[src/design/rbms_pkg.sv]
package rbms_pkg;

  localparam int MAX_WIDTH  = 64;
  localparam int MAX_HEIGHT = 64;
  localparam int COL_W      = $clog2(MAX_WIDTH);
  localparam int ROW_W      = $clog2(MAX_HEIGHT);
  localparam int CFG_W      = 7;
  localparam int CFG_IDX_W  = 1;
  localparam int COORD_W    = 8;
  localparam int ACT_W      = 4;

  localparam logic [CFG_IDX_W-1:0] REG_MASK_WIDTH  = 1'd0;
  localparam logic [CFG_IDX_W-1:0] REG_MASK_HEIGHT = 1'd1;

  localparam logic [ACT_W-1:0] ACT_TEST   = 4'd0;
  localparam logic [ACT_W-1:0] ACT_SET    = 4'd1;
  localparam logic [ACT_W-1:0] ACT_CLEAR  = 4'd2;
  localparam logic [ACT_W-1:0] ACT_INVERT = 4'd3;
  localparam logic [ACT_W-1:0] ACT_FILL   = 4'd4;
  localparam logic [ACT_W-1:0] ACT_NEXT   = 4'd5;
  localparam logic [ACT_W-1:0] ACT_PREV   = 4'd6;
  localparam logic [ACT_W-1:0] ACT_FIRST  = 4'd7;
  localparam logic [ACT_W-1:0] ACT_LAST   = 4'd8;

  typedef struct packed {
    logic [ACT_W-1:0]          action;
    logic signed [COORD_W-1:0] x_coord;
    logic signed [COORD_W-1:0] y_coord;
    logic                      fill_value;
  } in_t;

  typedef struct packed {
    logic                      pixel_bit;
    logic                      in_range;
    logic                      found;
    logic signed [COORD_W-1:0] found_x;
    logic signed [COORD_W-1:0] found_y;
  } out_t;

  typedef struct packed {
    logic latch;
    logic start;
    logic scan;
    logic write_row;
    logic load_out;
  } cmd_t;

  typedef struct packed {
    logic pixel_go;
    logic search_go;
    logic scan_end;
  } status_t;

endpackage

[src/design/rbms_ctrl.sv]
module rbms_ctrl (
  input  logic              clk,
  input  logic              rst,
  input  logic              in_valid,
  output logic              in_stall,
  output logic              out_valid,
  input  logic              out_stall,
  input  rbms_pkg::status_t st,
  output rbms_pkg::cmd_t    cmd
);
  import rbms_pkg::*;

  typedef enum logic [4:0] {
    S_IDLE  = 5'b00001,
    S_START = 5'b00010,
    S_SCAN  = 5'b00100,
    S_WRITE = 5'b01000,
    S_DONE  = 5'b10000
  } state_t;

  state_t state, state_next;
  logic   out_free;

  assign out_free = !out_valid || !out_stall;
  assign in_stall = (state != S_IDLE);

  always_comb begin
    state_next    = state;
    cmd           = '0;
    unique case (state)
      S_IDLE: begin
        if (in_valid) begin
          cmd.latch  = 1'b1;
          state_next = S_START;
        end
      end
      S_START: begin
        cmd.start = 1'b1;
        if (st.pixel_go) state_next = S_WRITE;
        else if (st.search_go) state_next = S_SCAN;
        else state_next = S_DONE;
      end
      S_SCAN: begin
        cmd.scan = 1'b1;
        if (st.scan_end) state_next = S_DONE;
      end
      S_WRITE: begin
        cmd.write_row = 1'b1;
        state_next    = S_DONE;
      end
      S_DONE: begin
        if (out_free) begin
          cmd.load_out = 1'b1;
          state_next   = S_IDLE;
        end
      end
      default: state_next = S_IDLE;
    endcase
  end

  always_ff @(posedge clk) begin
    if (rst) begin
      state     <= S_IDLE;
      out_valid <= 1'b0;
    end else begin
      state <= state_next;
      if (cmd.load_out) out_valid <= 1'b1;
      else if (!out_stall) out_valid <= 1'b0;
    end
  end

  a_no_overwrite: assert property (@(posedge clk) disable iff (rst)
    cmd.load_out |-> (!out_valid || !out_stall))
    else $error("pending result overwritten");

  a_accept_starts: assert property (@(posedge clk) disable iff (rst)
    (in_valid && !in_stall) |=> (state == S_START))
    else $error("accepted transaction did not start");

  a_write_done: assert property (@(posedge clk) disable iff (rst)
    (state == S_WRITE) |=> (state == S_DONE))
    else $error("row write did not finish");

  a_result_source: assert property (@(posedge clk) disable iff (rst)
    $rose(out_valid) |-> $past(state == S_DONE))
    else $error("result raised outside done state");

endmodule

[config.mk]
export PLATFORM = sky130hd
export DESIGN_NAME = rbms_ctrl
export DESIGN_NICKNAME = d
export VERILOG_FILES = /design/src/design/rbms_pkg.sv /design/src/design/rbms_ctrl.sv
export SDC_FILE = /design/constraint.sdc
export NUM_CORES = 1
export LEC_CHECK = 0
export ABC_AREA = 1
export BUFFER_PORTS_ARGS = -buffer_cell sky130_fd_sc_hd__buf_4
export CAP_MARGIN = 15
export CORE_AREA = 2 2 39 41
export DETAILED_ROUTE_END_ITERATION = 12
export DIE_AREA = 0 0 41 43
export SKIP_LAST_GASP = 1
export SYNTH_ARGS = -nofsm -noshare
export SYNTH_HDL_FRONTEND = slang
export SYNTH_SLANG_ARGS = --single-unit
[constraint.sdc]
create_clock -name clk -period 1.05 [get_ports clk]
set_input_delay 0.21 -clock clk [delete_from_list [all_inputs] [get_ports clk]]
set_output_delay 0.21 -clock clk [all_outputs]
set_load 0.01 [all_outputs]
# Word-level counts from Yosys, hierarchy flattened

Cells that the tools add are included.

Mux-type cells: 15
Magnitude comparators: 0
Shifts and indexed selects: 0
$mul: 0
Reductions and logical operators: 4
Bitwise logic cells: 0
Equal/unequal tests: 10
Div/mod/pow operators: 0
Add/sub/neg operators: 0

Operators with widths:

| cell                 | number |
|---|---|
| $mux W5              | 5 |
| $pmux W5 S5          | 1 |
| $mux W1              | 9 |
| $ne A2 B2 Y1 const B | 3 |
| $eq A5 B1 Y1 const B | 1 |
| $eq A5 B2 Y1 const B | 1 |
| $eq A5 B3 Y1 const B | 1 |
| $eq A5 B4 Y1 const B | 1 |
| $eq A5 B5 Y1 const B | 1 |
| $ne A5 B1 Y1 const B | 1 |
| $reduce_and A3 Y1    | 1 |
| $logic_not A1 Y1     | 2 |
| $ne A2 B1 Y1 const B | 1 |
| $logic_or A1 B1 Y1   | 1 |

Flip-flop bits (word level): 6
Output and inout bits: 7
Memory bits (writable): 0
Memory bits (read-only): 0
Logic and storage cells: 31
Bits in latches: 0
Memories kept: 0

# Depth between registers and ports, before layout

Gate-level depths: netlist of the first run.

Depth in word-level cells: 5
Mapped depth: 7
Depth with buffers taken out: 7

# Worst setup path before layout of the first run

Ideal clock, no wire load.

Kind: register to output
Start point: reg state[1]
End point: out cmd[1] (netlist name)
Data required time: 840 ps
Path slack: -66 ps
Stages on the path, launching flop included: 4
Arrival: 906 ps
Cells stage by stage: dfxtp_1 > nor2_2 > inv_2 > nor4_1

RTL lines:

| what                   | RTL line        | RTL |
|---|---|---|
| start, declared        | rbms_ctrl.sv:21 | `state_t state, state_next;` |
| start signal, assigned | rbms_ctrl.sv:66 | `state <= state_next;` |
| end, declared          | rbms_ctrl.sv:9  | `output rbms_pkg::cmd_t cmd` |

==> impl_metrics.toml, run 1 <==
[status]
status = "finished, violations left"
failed_checks = "setup timing"

[routing]
drt-wirelength-per-cell_um = 10.5
vias = 429
highest_layer = "met4"
drt_pre_antenna_iters = 4
drtIter0Drc = 8
route.met2.wl_um = 472
met3_length_um = 62
drtAntennaViolNets = 0
drc = 0
wirelength_met1_um = 405
wl_um = 963
vias_per_cell = 4.66

[cells_and_area]
drive_gt1_share_pct = 64.5
fin_area_um2 = 617
diodes = 0
area_growth_pct = 76.1
finish.utilization_pct = 44.6
fin_nets = 85

[sta]
rsz0062_at_grt = "true"
period_minus_slack_ns = 1.31
setup_viol = 8
min_period_over_period_pct = 125
finClkSkew_ns = 0.00420
slew_headroom_pct = 85.4
fmax_ghz = 0.763
slew_viol_final = 0
worst_slack_ns = -0.261
finalHoldViolations = 0
tightest_slew_ns = 0.217

[power_and_ir_drop]
ir_drop_v = 0.000612
p_leak_nw = 0.307
p_per_area_mw_per_mm2 = 1260

[cts]
clock-sinks = 6
clkLatencyLatePin_ns = 0.25
tritoncts = "built"
cts_buffers = 3
cts_max_level = 1
root_buffer = "clkbuf_4"
clock_path_buffers = 2
holdBufCountCts = 0
path_clk_slew_ns = 0.04

[synthesis]
avgSynthCellArea_um2 = 7.01
ys_seq_area_share_pct = 34.3
yosysMostFrequentCell = "inv_1"
synth_edf_count = 0
synthTopCellsByCount = "inv_1, nor2_1, dfxtp_1"
synthesis.nets = 57
yosys_warnings = 0
synth_top_family_by_area = "simple AND/OR/NAND/NOR gates"
synth_area_leaders = "dfxtp_1, inv_1, nor2_1"
synth_ff_type = "dfxtp_1"
ys_types = 17
syn_inst = 50
syn_area_um2 = 350
synth_top_area_share_pct = 34.3
synth_compound_area_share_pct = 7.86
synth-xor-area-share_pct = 0
ys_async_sr_fraction_pct = 0
synthMuxAreaShare_pct = 0
yosys.area.top_type = "dfxtp_1"
yosys.area_share.adder_pct = 0
synth-simple-area-share_pct = 46.1
ys_ff_latch = 6

[place]
gp_congestion = 0.824
post-dp-hpwl_um = 677
io_buffer_count = 13
dpl_cell_area_um2 = 513

[grt]
grt_pass1_wl_mm = 1.62
grt_use_total_pct = 13.7
overflow = 0
antenna_found_initial = 0
grt_max_degree = 7
grt_pass1_vias = 436

[setup_path]
slowest_delay_ns = 0.34
cp_cell_sequence = "nor2_4 > nand3_1 > nor2_1 > buf_4"
path_delay_family = "simple AND/OR/NAND/NOR gates"
end_kind = "output port"
arrival_ns = 1.10
cpMaxStageDelayCell = "dfxtp_2"
crit_path_max_fanout = 4
critical_path_buf_inv_count = 1
cp.required_ns = 0.84
cp-start-kind = "flop"
critPathKind = "flop to output port"

[floorplanning]
die_area_mm2 = 0.00176
die_y_um = 43
io_pins = 14
num_rows = 14
core_area_mm2 = 0.00138
initial_utilization_pct = 25.3
die_w_um = 41

[worst_hold_path]
hold_class = "input pin to flop"

[run]
cap_viol_max_count = 0
placed cells by master (no fill, tap or decap), types with 2 or more instances in the layout:
master and n:
buf_4 23, inv_1 7, nor2_1 5, dfxtp_2 5, nand2_1 4, inv_2 4, nand3_1 3, nor2_2 3
clkbuf_4 3, nor2_4 2, nand3_2 2, nor4_2 2, nand4_1 2, o21ai_1 2
state kept, by name, indices dropped and copies added (netlist names):
signal / flops
out_valid: 1
state: 5
layout make-up:
type	instances	area, um^2
flip-flops and latches	6	126
inverters	11	41.3
well taps	16	20.0
clock buffers	3	22.5
fillers	138	767
repair buffers	23	173
multi-input cells	33	234
through the flow:
stage          instances  worst slack, ns  TNS [ns]  power (mW)  hold WS, ns
5_1_grt               92           -0.329     -2.40       0.825        0.167
2_1_floorplan         50          -0.0663    -0.133       0.390        0.279
6_report              92           -0.261     -1.81       0.777        0.160
4_1_cts               91           -0.284     -1.63       0.777        0.156
3_5_place_dp          84           -0.107    -0.340       0.513        0.419
3_3_place_gp          84          -0.0832    -0.287       0.509        0.426
repair_timing:
action | 4_1_cts | 5_1_grt
setup buffers | 4 | 1
pin swaps | 3 | 2
resized for setup | 10 | 3
endpoints found under the setup margin | 8 | 10
where the power goes:
part | total (mW) | switching [mW] | internal (mW)
logic | 0.288 | 0.139 | 0.149
clock network | 0.214 | 0.0844 | 0.129
registers | 0.276 | 0.0247 | 0.251
total | 0.777 | 0.248 | 0.529
path summary, 6_finish.rpt:
kind              from   endpoint  slack (ns)  cells past startpoint
max           state[2]     cmd[0]       -0.26                      4
min reg2reg  out_valid  out_valid        0.48                      2
min                rst   state[2]        0.16                      2
max reg2reg   state[2]   state[4]       -0.21                      8
layer usage:
layer | track usage [%] | vias to the layer above
li1 | - | 221
met2 | 24.1 | 14
met4 | 8.00 | 0
met5 | 0 | -
met3 | 3.66 | 3
met1 | 13.1 | 191
cell families (layout without fill, tap and decap cells):
group | after synthesis | after routing
buf+inv | 11 | 37
simple gates | 28 | 28
compound gates | 5 | 5
flops | 6 | 6
(Power assumes the default switching activity.)
==> run 2: changes to the inputs <==
--- a/config.mk
+++ b/config.mk
@@ -8,9 +8,12 @@
 export ABC_AREA = 1
 export BUFFER_PORTS_ARGS = -buffer_cell sky130_fd_sc_hd__buf_4
 export CAP_MARGIN = 15
-export CORE_AREA = 2 2 39 41
+export CELL_PAD_IN_SITES_DETAIL_PLACEMENT = 1
+export CELL_PAD_IN_SITES_GLOBAL_PLACEMENT = 2
+export CORE_MARGIN = 2
+export CORE_UTILIZATION = 20
 export DETAILED_ROUTE_END_ITERATION = 12
-export DIE_AREA = 0 0 41 43
+export PLACE_DENSITY_LB_ADDON = 0.1
 export SKIP_LAST_GASP = 1
 export SYNTH_ARGS = -nofsm -noshare
 export SYNTH_HDL_FRONTEND = slang
==> constraint.sdc (replaced) <==
create_clock -name clk -period 1.05 [get_ports clk]
set_input_delay 0.21 -clock clk [delete_from_list [all_inputs] [get_ports clk]]
set_output_delay 0.21 -clock clk [all_outputs]
set_load 0.1 [all_outputs]
==> run 2 against run 1 <==
Compared with the run above:
- the flow still finishes with violations (setup timing)
- sequential share of layout area fell by 5.0 points
- via count is 6.5% higher
- first-iteration DRC count decreased by 88%
- flip-flop and latch count unchanged
- critical endpoint is now cmd[3]
- largest power group unchanged
==> impl_metrics.toml, run 2 (synthesized netlist as in run 1, its figures left out) <==
[grt]
grt_pass1_wl_mm = 2.08
grt_max_degree = 7
use_met2_pct = 26.9
grtUsageMet1_pct = 13.7
antenna_found_initial = 0
grtUsageMet3_pct = 5.16
grt_busiest_layer = "met2"
grt_use_total_pct = 14.2
overflow = 0
grt_pass1_vias = 485

[floorplanning]
die_y_um = 45.9
die_w_um = 45.9
num_rows = 15
initial_utilization_pct = 20.7
io_pins = 14
core_area_mm2 = 0.00169
die_area_mm2 = 0.00210

[run]
cap_viol_max_count = 0

[status]
status = "finished, violations left"
failed_checks = "setup timing"

[routing]
drt_pre_antenna_iters = 4
vias = 457
vias_per_cell = 4.57
drc = 0
wl_mm = 1.28
drtIter0Drc = 1
drt-wirelength-per-cell_um = 12.8
drtAntennaViolNets = 0

[cts]
tritoncts = "built"
path_clk_slew_ns = 0.06
cts_buffers = 3
clock_path_buffers = 2
cts_max_level = 1
clock-sinks = 6
holdBufCountCts = 0
clkLatencyLatePin_ns = 0.26
root_buffer = "clkbuf_4"

[setup_path]
critical_path_buf_inv_count = 3
cpMaxStageDelayCell = "dfxtp_2"
critPathKind = "flop to output port"
cp_cell_sequence = "nor2_4 > buf_6 > nand4_4 > clkinvlp_4 > buf_12"
cp-start-kind = "flop"
crit_path_max_fanout = 3
reg2regPathDepth = 8
slowest_delay_ns = 0.33
arrival_ns = 1.25
r2r-start = "state[0]"
end_kind = "output port"
worst_r2r_endpoint = "state[4]"
cp.required_ns = 0.84
path_delay_family = "buffers and inverters"
startpoint = "state[2]"
rrSetupSlack_ns = -0.13

[cells_and_area]
diodes = 0
reg_top3 = "state (5), out_valid (1)"
largest_reg_flops = 5
final_common_cell = "buf_4"
fin_nets = 91
area_growth_pct = 145
fin_area_um2 = 857
drive_gt1_share_pct = 81.9
mostFrequentLayoutCells = "buf_4, buf_6, inv_2, nor2_4"
finish.utilization_pct = 50.7
largest_register = "state"

[sta]
tightest_slew_ns = 0.207
finalHoldViolations = 0
slew_viol_final = 0
setup_viol = 9
min_period_over_period_pct = 139
holdWs_ns = 0.162
slew_headroom_pct = 86.1
fmax_ghz = 0.683
worst_slack_ns = -0.413
finClkSkew_ns = 0.00963
rsz0062_at_grt = "true"
period_minus_slack_ns = 1.46

[power_and_ir_drop]
p_per_area_mw_per_mm2 = 1330
ir_drop_v = 0.000814
total_power_mw = 1.14
p_leak_nw = 0.366

[worst_hold_path]
hold_class = "input pin to flop"
min_to = "out_valid"
min_path_cells = 2
min_from = "rst"

[place]
gp_congestion = 0.757
post-dp-hpwl_um = 902
io_buffer_count = 13
dpl_cell_area_um2 = 646
==> run 2: cell types whose count changed in the layout (fill, tap and decap cells not counted), sizes merged <==
cell      previous run  this run
clkbuf               3         4
clkinvlp             0         1
inv                 11        10
buf                 23        29
==> run 2: how the worst max path moves through the flow <==
stage | to | slack, ns | cells past startpoint
5_1_grt | cmd[1] | -0.47 | 4
3_5_place_dp | cmd[1] | -0.26 | 4
6_report | cmd[3] | -0.41 | 5
3_3_place_gp | cmd[1] | -0.25 | 4
2_1_floorplan | cmd[1] | -0.73 | 3
4_1_cts | cmd[1] | -0.46 | 4
==> run 2: timing repair <==
item / 4_1_cts / 5_1_grt
pin swaps: 5 / 11
endpoints found under the setup margin: 11 / 13
setup buffers: 9 / 4
gates resized for setup: 18 / 22
cloned: 0 / 0
==> run 2: power by group <==
group          leakage [nW]  total (mW)  internal [mW]  switching (mW)
Combinational         0.300       0.612          0.251           0.361
Clock                0.0150       0.245          0.145           0.100
Sequential           0.0516       0.281          0.249          0.0323
==> run 2: per-stage QoR <==
| stage | setup slack (ns) | TNS, ns | cells |
|---|---|---|---|
| 2_1_floorplan | -0.729 | -3.27 | 50 |
| 3_3_place_gp | -0.250 | -1.66 | 91 |
| 3_5_place_dp | -0.259 | -1.63 | 91 |
| 4_1_cts | -0.461 | -3.43 | 101 |
| 5_1_grt | -0.474 | -3.37 | 100 |
| 6_report | -0.413 | -2.79 | 100 |
==> run 2: per-layer routing <==
metal | part of all wire, % | vias up | routed length [um]
li1 | - | 229 | -
met1 | 37 | 211 | 479
met2 | 57 | 15 | 730
met3 | 3.9 | 2 | 50
met4 | 1.8 | 0 | 23
met5 | 0 | - | 0
==> run 2: layout make-up <==
type	instances	area [um^2]
Sequential cell	6	133
Clock buffer	4	26.3
Timing Repair Buffer	29	309
Tap cell	17	21.3
Fill cell	188	832
Multi-Input combinational cell	33	323
Inverter	11	45.0
==> run 2: worst register-to-register path, delay by kind of cell, from the launching register on <==
family	cells	cell delay [ns]
DFF	1	0.33
buffers and inverters	2	0.24
and+or+nand+nor	6	0.53
